`src/rtl/core/cjd_pkg.sv`:
```
// Shared types, constants and lookup tables for the calendar / day number converter.
// No dependencies; every other file of the block refers to this package by scoped names.

package cjd_pkg;

	// Conversion direction carried in the mode field of a request word.
	typedef enum logic {
		MODE_TO_DAY_NUMBER = 1'b0,
		MODE_TO_DATE       = 1'b1
	} mode_t;

	// Request word: both the date and the day number travel, mode picks one.
	typedef struct packed {
		logic        mode;
		logic [11:0] year_in;
		logic [3:0]  month_in;
		logic [4:0]  day_in;
		logic [21:0] day_number_in;
	} req_word_t;

	// Result word: fields that do not belong to the mode are zero.
	typedef struct packed {
		logic [21:0] day_number_out;
		logic [11:0] year_out;
		logic [3:0]  month_out;
		logic [4:0]  day_out;
		logic [8:0]  day_of_year_out;
	} rsp_word_t;

	// Number of pipeline stages, the result register included.
	localparam int unsigned NUM_STAGES = 8;

	// Day number of the epoch that the shifted calendar counts from.
	localparam logic signed [23:0] EPOCH_DAYS = 24'sd1720982;

	// Days per year scaled by 100 (365.25) and its 122.1 offset, also scaled by 100.
	localparam logic signed [29:0] JDU_SCALE  = 30'sd100;
	localparam logic signed [29:0] JDU_OFFSET = 30'sd12210;
	localparam logic [28:0]        YEAR_DAYS_X100 = 29'd36525;

	// Reciprocal of 36525 scaled by 2^28; the estimate is low by at most one.
	localparam logic [40:0] YEAR_RECIP       = 41'd7349;
	localparam int unsigned YEAR_RECIP_SHIFT = 28;

	// Whole days of a year; the quarter day is added as a shift.
	localparam logic signed [23:0] DAYS_PER_YEAR = 24'sd365;

	// Exact reciprocal of 25 for values below 2^13, scaled by 2^18.
	localparam logic [26:0] DIV25_RECIP = 27'd10486;
	localparam int unsigned DIV25_SHIFT = 18;
	localparam logic [13:0] CENTURY_FACTOR = 14'd25;

	// Thresholds tested when the month count is recovered from the day remainder.
	localparam int unsigned MONTH_STEPS = 15;

	// Shifted month codes that stand for January and February.
	localparam logic signed [4:0] SHIFT_JAN = 5'sd14;
	localparam logic signed [4:0] SHIFT_FEB = 5'sd15;
	localparam logic [3:0]        MONTH_JAN = 4'd1;
	localparam logic [3:0]        MONTH_FEB = 4'd2;

	// Truncated 30.6001 times the index.
	function automatic logic [8:0] month_span(input logic [4:0] idx);
		logic [8:0] span;
		unique case (idx)
			5'd0:    span = 9'd0;
			5'd1:    span = 9'd30;
			5'd2:    span = 9'd61;
			5'd3:    span = 9'd91;
			5'd4:    span = 9'd122;
			5'd5:    span = 9'd153;
			5'd6:    span = 9'd183;
			5'd7:    span = 9'd214;
			5'd8:    span = 9'd244;
			5'd9:    span = 9'd275;
			5'd10:   span = 9'd306;
			5'd11:   span = 9'd336;
			5'd12:   span = 9'd367;
			5'd13:   span = 9'd397;
			5'd14:   span = 9'd428;
			5'd15:   span = 9'd459;
			5'd16:   span = 9'd489;
			default: span = 9'd0;
		endcase
		return span;
	endfunction

	// Days in the first n months of a common year.
	function automatic logic [8:0] days_before(input logic [3:0] n);
		logic [8:0] days;
		unique case (n)
			4'd0:    days = 9'd0;
			4'd1:    days = 9'd31;
			4'd2:    days = 9'd59;
			4'd3:    days = 9'd90;
			4'd4:    days = 9'd120;
			4'd5:    days = 9'd151;
			4'd6:    days = 9'd181;
			4'd7:    days = 9'd212;
			4'd8:    days = 9'd243;
			4'd9:    days = 9'd273;
			4'd10:   days = 9'd304;
			4'd11:   days = 9'd334;
			default: days = 9'd365;
		endcase
		return days;
	endfunction

endpackage

```
`src/rtl/core/cjd_req_if.sv`:
```
// Request channel of the converter: valid, ready and one request word.
// Depends on cjd_pkg for the word type.

interface cjd_req_if;
	logic              valid;
	logic              ready;
	cjd_pkg::req_word_t data;

	modport source (output valid, output data, input ready);
	modport sink   (input valid, input data, output ready);
endinterface

```
`src/rtl/core/cjd_rsp_if.sv`:
```
// Result channel of the converter: valid, ready and one result word.
// Depends on cjd_pkg for the word type.

interface cjd_rsp_if;
	logic              valid;
	logic              ready;
	cjd_pkg::rsp_word_t data;

	modport source (output valid, output data, input ready);
	modport sink   (input valid, input data, output ready);
endinterface

```
`src/rtl/core/calendar_julian_day_converter.sv`:
```
// Calendar date / Julian day number converter, eight-stage pipeline.
// Depends on cjd_pkg, cjd_req_if and cjd_rsp_if.
//
// Usage:
// The request channel takes one word per handshake (valid and ready high at a
// rising edge of clk). Mode 0 turns year, month and day into a day number; mode 1
// turns a day number into year, month, day and day of year. The result channel
// gives one word for every request word, in order; fields that do not belong to
// the mode are zero.
// The request word passes through the eight register stages, the last of which is
// the result register. One word is accepted in every cycle as long as the result
// channel takes its words; a new request enters before the last one is through.
// Each stage holds its own valid bit, so when the receiver stalls the result
// register holds its word and empty stages further back keep filling; the request
// channel drops ready only once every stage is full. Nothing is lost or repeated.
// Asynchronous reset (arst_n low) empties the pipeline; no result is valid after
// reset until a request has passed through.

module calendar_julian_day_converter (
	input logic            clk,
	input logic            arst_n,
	cjd_req_if.sink        request,
	cjd_rsp_if.source      result
);

	// Stage valid bits and per-stage load enables.
	logic [cjd_pkg::NUM_STAGES-1:0] vld_q;
	logic [cjd_pkg::NUM_STAGES-1:0] adv;
	logic [cjd_pkg::NUM_STAGES-1:0] vld_in;

	// Stage 1: mode 0 result and scaled day count for mode 1.
	logic              is_jf;
	logic signed [12:0] yp;
	logic [4:0]        mp;
	logic signed [23:0] ap;
	logic signed [23:0] quarter;
	logic signed [23:0] jn_sum;
	logic signed [23:0] jdu;
	logic signed [29:0] nval;
	logic [27:0]       nabs;

	logic              mode_s1;
	logic [21:0]       jn_s1;
	logic signed [23:0] jdu_s1;
	logic              nneg_s1;
	logic [27:0]       nabs_s1;

	// Stage 2: year estimate from the reciprocal.
	logic [40:0]       yprod;
	logic              mode_s2;
	logic [21:0]       jn_s2;
	logic signed [23:0] jdu_s2;
	logic              nneg_s2;
	logic [27:0]       nabs_s2;
	logic [12:0]       q0_s2;

	// Stage 3: corrected year magnitude.
	logic [28:0]       yrem;
	logic [12:0]       qfix;
	logic              mode_s3;
	logic [21:0]       jn_s3;
	logic signed [23:0] jdu_s3;
	logic              yneg_s3;
	logic [12:0]       ymag_s3;

	// Stage 4: days left after the whole years.
	logic signed [23:0] amag;
	logic signed [23:0] asig;
	logic signed [23:0] ediff;
	logic              mode_s4;
	logic [21:0]       jn_s4;
	logic signed [9:0] e_s4;
	logic signed [13:0] y1_s4;

	// Stage 5: month count.
	logic [8:0]                        eabs;
	logic [cjd_pkg::MONTH_STEPS-1:0]   thermo;
	logic                              mode_s5;
	logic [21:0]                       jn_s5;
	logic signed [9:0]                 e_s5;
	logic signed [13:0]                y1_s5;
	logic                              m1neg_s5;
	logic [3:0]                        m1mag_s5;

	// Stage 6: day of month, month and year.
	logic [8:0]        bmag;
	logic signed [9:0] bsig;
	logic signed [9:0] dfull;
	logic signed [4:0] m1;
	logic signed [4:0] mo;
	logic signed [13:0] yr;
	logic [3:0]        nmon;
	logic [12:0]       yabs;
	logic              mode_s6;
	logic [21:0]       jn_s6;
	logic [5:0]        dy_s6;
	logic [4:0]        mo_s6;
	logic [13:0]       yr_s6;
	logic [12:0]       yabs_s6;
	logic [3:0]        nmon_s6;

	// Stage 7: quotient by 25 for the century test.
	logic [26:0]       p25;
	logic              mode_s7;
	logic [21:0]       jn_s7;
	logic [5:0]        dy_s7;
	logic [4:0]        mo_s7;
	logic [13:0]       yr_s7;
	logic [12:0]       yabs_s7;
	logic [3:0]        nmon_s7;
	logic [8:0]        q25_s7;

	// Stage 8: leap test, day of year and the result register.
	logic              div25;
	logic              leap;
	logic [9:0]        doy;
	cjd_pkg::rsp_word_t rsp_s8;
	cjd_pkg::rsp_word_t rsp_d;

	// A stage loads when it is empty or the stage after it moves on.
	always_comb begin
		adv[cjd_pkg::NUM_STAGES-1] = ~vld_q[cjd_pkg::NUM_STAGES-1] | result.ready;
		for (int k = cjd_pkg::NUM_STAGES - 2; k >= 0; k--) begin
			adv[k] = ~vld_q[k] | adv[k+1];
		end
	end

	assign vld_in        = {vld_q[cjd_pkg::NUM_STAGES-2:0], request.valid};
	assign request.ready = adv[0];
	assign result.valid  = vld_q[cjd_pkg::NUM_STAGES-1];
	assign result.data   = rsp_s8;

	always_ff @(posedge clk or negedge arst_n) begin
		if (!arst_n) begin
			vld_q <= '0;
		end else begin
			for (int k = 0; k < cjd_pkg::NUM_STAGES; k++) begin
				if (adv[k]) begin
					vld_q[k] <= vld_in[k];
				end
			end
		end
	end

	// Stage 1 logic: shift January and February into the year before.
	always_comb begin
		is_jf   = (request.data.month_in == cjd_pkg::MONTH_JAN) ||
		          (request.data.month_in == cjd_pkg::MONTH_FEB);
		yp      = $signed({1'b0, request.data.year_in}) - (is_jf ? 13'sd1 : 13'sd0);
		mp      = {1'b0, request.data.month_in} + (is_jf ? 5'd13 : 5'd1);
		ap      = 24'(yp) * cjd_pkg::DAYS_PER_YEAR;
		// The shifted year is never below -1, whose quarter truncates to zero.
		quarter = yp[12] ? 24'sd0 : $signed({13'b0, yp[12:2]});
		jn_sum  = $signed({19'b0, request.data.day_in}) + cjd_pkg::EPOCH_DAYS + ap + quarter +
		          $signed({15'b0, cjd_pkg::month_span(mp)});
		jdu     = $signed({2'b00, request.data.day_number_in}) - cjd_pkg::EPOCH_DAYS;
		nval    = 30'(jdu) * cjd_pkg::JDU_SCALE - cjd_pkg::JDU_OFFSET;
		nabs    = nval[29] ? 28'(-nval) : 28'(nval);
	end

	always_ff @(posedge clk) begin
		if (adv[0]) begin
			mode_s1 <= request.data.mode;
			jn_s1   <= jn_sum[21:0];
			jdu_s1  <= jdu;
			nneg_s1 <= nval[29];
			nabs_s1 <= nabs;
		end
	end

	// Stage 2 logic: year estimate, low by at most one.
	assign yprod = 41'(nabs_s1) * cjd_pkg::YEAR_RECIP;

	always_ff @(posedge clk) begin
		if (adv[1]) begin
			mode_s2 <= mode_s1;
			jn_s2   <= jn_s1;
			jdu_s2  <= jdu_s1;
			nneg_s2 <= nneg_s1;
			nabs_s2 <= nabs_s1;
			q0_s2   <= yprod[cjd_pkg::YEAR_RECIP_SHIFT +: 13];
		end
	end

	// Stage 3 logic: bump the estimate when the remainder still holds a year.
	always_comb begin
		yrem = 29'(nabs_s2) - 29'(q0_s2) * cjd_pkg::YEAR_DAYS_X100;
		qfix = q0_s2 + 13'(yrem >= cjd_pkg::YEAR_DAYS_X100);
	end

	always_ff @(posedge clk) begin
		if (adv[2]) begin
			mode_s3 <= mode_s2;
			jn_s3   <= jn_s2;
			jdu_s3  <= jdu_s2;
			yneg_s3 <= nneg_s2;
			ymag_s3 <= qfix;
		end
	end

	// Stage 4 logic: whole-year days, truncated toward zero, off the day count.
	always_comb begin
		amag  = $signed({11'b0, ymag_s3}) * cjd_pkg::DAYS_PER_YEAR +
		        $signed({13'b0, ymag_s3[12:2]});
		asig  = yneg_s3 ? -amag : amag;
		ediff = jdu_s3 - asig;
	end

	always_ff @(posedge clk) begin
		if (adv[3]) begin
			mode_s4 <= mode_s3;
			jn_s4   <= jn_s3;
			e_s4    <= ediff[9:0];
			y1_s4   <= yneg_s3 ? -$signed({1'b0, ymag_s3}) : $signed({1'b0, ymag_s3});
		end
	end

	// Stage 5 logic: count the month spans that fit into the remaining days.
	always_comb begin
		eabs = e_s4[9] ? 9'(-e_s4) : 9'(e_s4);
		for (int k = 0; k < cjd_pkg::MONTH_STEPS; k++) begin
			thermo[k] = eabs > cjd_pkg::month_span(5'(k + 1));
		end
	end

	always_ff @(posedge clk) begin
		if (adv[4]) begin
			mode_s5  <= mode_s4;
			jn_s5    <= jn_s4;
			e_s5     <= e_s4;
			y1_s5    <= y1_s4;
			m1neg_s5 <= e_s4[9];
			m1mag_s5 <= 4'($countones(thermo));
		end
	end

	// Stage 6 logic: day of month, calendar month and the year it falls in.
	always_comb begin
		bmag  = cjd_pkg::month_span({1'b0, m1mag_s5});
		bsig  = m1neg_s5 ? -$signed({1'b0, bmag}) : $signed({1'b0, bmag});
		dfull = e_s5 - bsig;
		m1    = m1neg_s5 ? -$signed({1'b0, m1mag_s5}) : $signed({1'b0, m1mag_s5});
		mo    = (m1 == cjd_pkg::SHIFT_JAN || m1 == cjd_pkg::SHIFT_FEB) ? m1 - 5'sd13 : m1 - 5'sd1;
		yr    = (mo > 5'sd2) ? y1_s5 : y1_s5 + 14'sd1;
		nmon  = (mo <= 5'sd1) ? 4'd0 : 4'(mo - 5'sd1);
		yabs  = yr[13] ? 13'(-yr) : 13'(yr);
	end

	always_ff @(posedge clk) begin
		if (adv[5]) begin
			mode_s6 <= mode_s5;
			jn_s6   <= jn_s5;
			dy_s6   <= dfull[5:0];
			mo_s6   <= mo;
			yr_s6   <= yr;
			yabs_s6 <= yabs;
			nmon_s6 <= nmon;
		end
	end

	// Stage 7 logic: exact quotient of the year magnitude by 25.
	assign p25 = 27'(yabs_s6) * cjd_pkg::DIV25_RECIP;

	always_ff @(posedge clk) begin
		if (adv[6]) begin
			mode_s7 <= mode_s6;
			jn_s7   <= jn_s6;
			dy_s7   <= dy_s6;
			mo_s7   <= mo_s6;
			yr_s7   <= yr_s6;
			yabs_s7 <= yabs_s6;
			nmon_s7 <= nmon_s6;
			q25_s7  <= p25[cjd_pkg::DIV25_SHIFT +: 9];
		end
	end

	// Stage 8 logic: Gregorian leap rule, day of year and the mode select.
	always_comb begin
		div25 = (14'(q25_s7) * cjd_pkg::CENTURY_FACTOR) == {1'b0, yabs_s7};
		// A century year is a leap year only when it divides by 400.
		leap  = div25 ? (yabs_s7[3:0] == 4'd0) : (yabs_s7[1:0] == 2'd0);
		doy   = {{4{dy_s7[5]}}, dy_s7} + {1'b0, cjd_pkg::days_before(nmon_s7)} +
		        {9'b0, leap && (nmon_s7 >= 4'd2)};
		rsp_d = '0;
		unique case (cjd_pkg::mode_t'(mode_s7))
			cjd_pkg::MODE_TO_DAY_NUMBER: begin
				rsp_d.day_number_out = jn_s7;
			end
			cjd_pkg::MODE_TO_DATE: begin
				rsp_d.year_out        = yr_s7[11:0];
				rsp_d.month_out       = mo_s7[3:0];
				rsp_d.day_out         = dy_s7[4:0];
				rsp_d.day_of_year_out = doy[8:0];
			end
			default: begin
				rsp_d = '0;
			end
		endcase
	end

	always_ff @(posedge clk) begin
		if (adv[7]) begin
			rsp_s8 <= rsp_d;
		end
	end

endmodule

```
`src/flat_wrapper.sv`:
```
// flat-port wrapper written by rule: the top's interface ports become plain ports
module calendar_julian_day_converter_flat 
  (clk, arst_n, request_valid, request_data, request_ready, result_valid, result_data, result_ready);
  cjd_req_if request_i ();
  cjd_rsp_if result_i ();
  input logic clk;
  input logic arst_n;
  input wire logic [$bits(request_i.valid)-1:0] request_valid;
  input wire logic [$bits(request_i.data)-1:0] request_data;
  output wire logic [$bits(request_i.ready)-1:0] request_ready;
  output wire logic [$bits(result_i.valid)-1:0] result_valid;
  output wire logic [$bits(result_i.data)-1:0] result_data;
  input wire logic [$bits(result_i.ready)-1:0] result_ready;
  assign request_i.valid = request_valid;
  assign request_i.data = request_data;
  assign request_ready = request_i.ready;
  assign result_valid = result_i.valid;
  assign result_data = result_i.data;
  assign result_i.ready = result_ready;
  calendar_julian_day_converter u_core (.clk(clk), .arst_n(arst_n), .request(request_i), .result(result_i));
endmodule
```
`config.mk`:
```
export PLATFORM = sky130hd
export DESIGN_NAME = calendar_julian_day_converter_flat
export DESIGN_NICKNAME = d
export VERILOG_FILES = /design/src/rtl/core/cjd_pkg.sv /design/src/rtl/core/cjd_req_if.sv /design/src/rtl/core/cjd_rsp_if.sv /design/src/rtl/core/calendar_julian_day_converter.sv /design/src/flat_wrapper.sv
export SDC_FILE = /design/constraint.sdc
export NUM_CORES = 2
export LEC_CHECK = 0
export BUFFER_PORTS_ARGS = -buffer_cell sky130_fd_sc_hd__buf_4
export CAP_MARGIN = 5
export CORE_ASPECT_RATIO = 0.9
export CORE_MARGIN = 3
export CORE_UTILIZATION = 50
export CTS_BUF_LIST = sky130_fd_sc_hd__clkbuf_4 sky130_fd_sc_hd__clkbuf_8
export CTS_CLUSTER_DIAMETER = 60
export CTS_CLUSTER_SIZE = 12
export DETAILED_ROUTE_END_ITERATION = 16
export GPL_TIMING_DRIVEN = 0
export HOLD_SLACK_MARGIN = 0.08
export PLACE_DENSITY = 0.75
export SYNTH_ARGS = -nofsm -noshare
export SYNTH_HDL_FRONTEND = slang
export SYNTH_SLANG_ARGS = --single-unit
```
`constraint.sdc`:
```
create_clock -name clk -period 16.8 [get_ports clk]
set_clock_uncertainty 0.05 [all_clocks]
set_input_delay 2.52 -clock clk [delete_from_list [all_inputs] [get_ports clk]]
set_output_delay 2.52 -clock clk [all_outputs]
set_load 0.02 [all_outputs]
```
==> summary.md <==
| Metric | Value |
|---|---|
| Outcome | finished, final reports clean |
| Via count | roughly 25000 |
| CP arrival | approximately 12 ns |
| Setup WS pre-CTS | around 4.9 ns |
| Post-synthesis adder-cell area fraction | 0.383 |
| Clock Sinks | ~480 |
| Max incr delay on CP | about 0.75 ns |
| Class of the worst hold path | flop to flop |
| WP data required | around 17 ns |
| Initial antenna violation count | 3 |
| Avg Cell Area, Syn | ~12 µm² |
| First-pass GRT wire length | 128000 µm |
| H-tree depth | 2 |
| Tmin final | 11.28 ns |
| Crit end category | flop |
| Die Y | about 280 µm |
| Register area share after synthesis | 0.338 |
| Share of cells above drive strength 1 | 0.0638 |
| Setup TNS | 0 ns |
| Terminus of the critical flop-to-flop path | u_core.ymag_s3[12]$_DFFE_PP_ |
| Starting DRT DRC Count | roughly 1300 |
| Cell area after synthesis | roughly 42000 µm² |
| Post-Synth XOR/XNOR Area | 0.0613 |
| Final Hold Vio Count | 0 |
| Multiplexer share of the synthesized area | 0.00646 |
| # rows | 100 |
| Vias per cell | a little over 5 |
| Syn Inst Count | 3658 |
| Crit path buffers/inverters | 7 |
| Root Driver | clkbuf_8 |
| Worst-path fanout max | 19 |
| M1 GR Usage | 0.252 |
| Port bufs | 101 |
| DRC errors left | 0 |
| Critical Path Stages | 31 |
| Detailed Place HPWL | about 63000 µm |
| Clock Pin Slew Worst Setup and Hold Paths | about 0.080 ns |
| Hold-fix buffers, CTS | 0 |
| Final ANT Viol Nets | 0 |
| Vias in the first global route | 25900 |
| Final net count | ~4900 |
| Gpl congestion | between 0.8 and 0.9 |
| Slowest cell on the critical path | clkbuf_1 |
| Gr busiest metal | met2 |
| Worst hold slack | approximately 0.33 ns |
| Critical Path Source Type | input port |
| CP dominant cell by count | ha_1 |
| Setup slack after layout | around 5.5 ns |
| Largest family of logic cells by synthesized area | adder cells |
| Reg2Reg Launch Point | u_core.q0_s2[5]$_DFFE_PP_ |
| Clk buf depth | 3 |
| Fmax | between 80 and 90 MHz |
| Post-synthesis simple-gate area fraction | 0.0726 |
| Total grt overflow | 0 |
| Cells on Worst Hold Path | 0 |
| Starting Density | 0.508 |
| Top Family by Delay on Critical Path | adder cells |
| CP Class | input port to flop |
| Inserted Clock Buffers | 50 |
| Max-slew violations | 0 |
| Util after Layout | 0.548 |
| Syn-to-layout area delta | 8.03% |
| Clock latency on the worst-skew pair | 0.64 ns |
| Fin crit share | 0.671 |
| R2R setup slack | 8.67 ns |
| Chip Width | approximately 310 µm |
| GRT Util Overall | 0.176 |
| DRT Wirelength | between 70000 and 80000 µm |
| Finish-stage setup viols | 0 |
| Largest net degree at the start of global routing | 73 |
| Syn_nets | 4753 |
| Hold endpoint | u_core.jn_s3[0]$_DFFE_PP_ |
| Ys flop type | edfxtp_1 |
| Drt wl/cell | 15.1 µm |
| Number of synthesized flops with an enable pin | 458 |
| Rel. slew slack | 0.145 |
| # IOs | ~100 |
| Met2 usage | 0.291 |
| Core area | around 83000 µm² |
| Resized Gates After CTS | 0 |
| Setup Buffers After CTS | 0 |
| Netlist cell types | 83 |
| Synth Area in Compound Gates | 0.0713 |
| DRT Pass-1 Iters | 7 |
| GR Util met3 | 0.0211 |
| FFs w/ async S/R, synth | 0.0166 |
| HP Start | u_core.jn_s2[0]$_DFFE_PP_ |
| Unrepaired setup endpoints after global routing | no |
| Die area | around 90000 µm² |
| #FFs+latches synth | between 400 and 500 |
| CTS tree | yes |
| R2r worst-path depth | 27 |
| Ys Warns | 0 |
| Worst slew pin tran | 1.25 ns |
| Max_cap viols | 0 |
## layer usage
| metal | routed length (µm) | vias to the layer above | part of all wire |
|---|---|---|---|
| li1 | - | 12600 | - |
| met1 | 36000 | 12400 | 0.48 |
| met2 | 35200 | 360 | 0.47 |
| met3 | 2810 | 87 | 0.037 |
| met4 | 1290 | 0 | 0.017 |
| met5 | 0 | - | 0 |
## how the worst max path moves through the flow
| stage | from | end | slack, ns |
|---|---|---|---|
| after floorplan | request_data[27] | u_core.jn_s1[20]$_DFFE_PP_ | 6.36 |
| after global placement | result_ready | request_ready | 4.02 |
| after detailed placement | request_data[27] | u_core.jn_s1[20]$_DFFE_PP_ | 4.87 |
| after CTS | request_data[27] | u_core.jn_s1[20]$_DFFE_PP_ | 5.59 |
| after global routing | request_data[27] | u_core.jn_s1[20]$_DFFE_PP_ | 4.85 |
| final | request_data[27] | u_core.jn_s1[20]$_DFFE_PP_ | 5.52 |
## cells in the mapped netlist, drive strengths merged, types with 9 or more instances
cell / number / area [µm²]
nor2: 126 / 473
nand3b: 9 / 67.6
ha: 639 / 8000
o21ai: 95 / 475
o21bai: 14 / 105
nor2b: 55 / 344
inv: 722 / 2710
nand2: 119 / 447
a21oi: 123 / 616
xor2: 103 / 902
or2: 13 / 81.3
nand4: 15 / 93.8
and3: 17 / 106
o31ai: 19 / 148
nor3b: 15 / 113
edfxtp: 458 / 13800
xnor2: 189 / 1660
clkbuf: 33 / 124
nor4: 18 / 113
fa: 408 / 8170
nor3: 38 / 190
mux2i: 16 / 160
a211oi: 17 / 133
and2: 46 / 288
nand3: 48 / 240
or3: 14 / 92.6
nand2b: 30 / 188
o211ai: 15 / 113
a21o: 65 / 488
o21a: 14 / 105
a31oi: 22 / 138
dfxtp: 15 / 300
## registers in the layout (all words and copies together), names as in the netlist, 11 cells and up, named ones only
name and cells:
u_core.result.data 52, u_core.yr_s7 11, u_core.jn_s2 22, u_core.yabs_s6 13
u_core.y1_s4 14, u_core.jn_s4 22, u_core.jn_s3 22, u_core.q0_s2 13
u_core.jn_s6 22, u_core.ymag_s3 13, u_core.yr_s6 11, u_core.jn_s7 22
u_core.nabs_s2 26, u_core.jn_s5 22, u_core.yabs_s7 13, u_core.nabs_s1 26
u_core.y1_s5 14, u_core.jn_s1 22
## cell usage in the layout (no fill, tap or decap), drive strengths merged, types with 65 or more instances in the layout
cell	synthesis	routed
xor2	103	103
xnor2	189	189
nor2	126	126
inv	722	729
edfxtp	458	458
fa	408	408
ha	639	639
clkbuf	33	113
nand2	119	119
a21o	65	65
buf	5	113
a21oi	123	123
o21ai	95	95
## logic make-up after synthesis
| family | after synthesis |
|---|---|
| DFF | 481 |
| adders and majority gates | 1047 |
| buffers and inverters | 761 |
| and+or+nand+nor | 588 |
| AOI/OAI and AO/OA | 463 |
| muxes | 25 |
| xor gates and xnor gates | 293 |
## layout make-up
| class | count | area, µm² |
|---|---|---|
| sequential | 481 | 14300 |
| antenna | 3 | 7.51 |
| inverter | 723 | 2720 |
| clock buffer | 80 | 913 |
| clock inverter | 11 | 109 |
| timing repair buffer | 108 | 921 |
| tap | 1122 | 1400 |
| fill | 6902 | 37600 |
| buffer | 38 | 161 |
| multi-input combinational | 2416 | 25100 |
## through the flow
stage	instances	area, µm²
2_1_floorplan	3658	42200
5_1_grt	4982	45600
4_1_cts	4979	45600
6_report	4982	45600
3_5_place_dp	4888	44600
3_3_place_gp	4881	44400
Power is left out: the tool's default activity adds up to more than one toggle a clock period on the data nets, which glitch-free logic cannot reach.
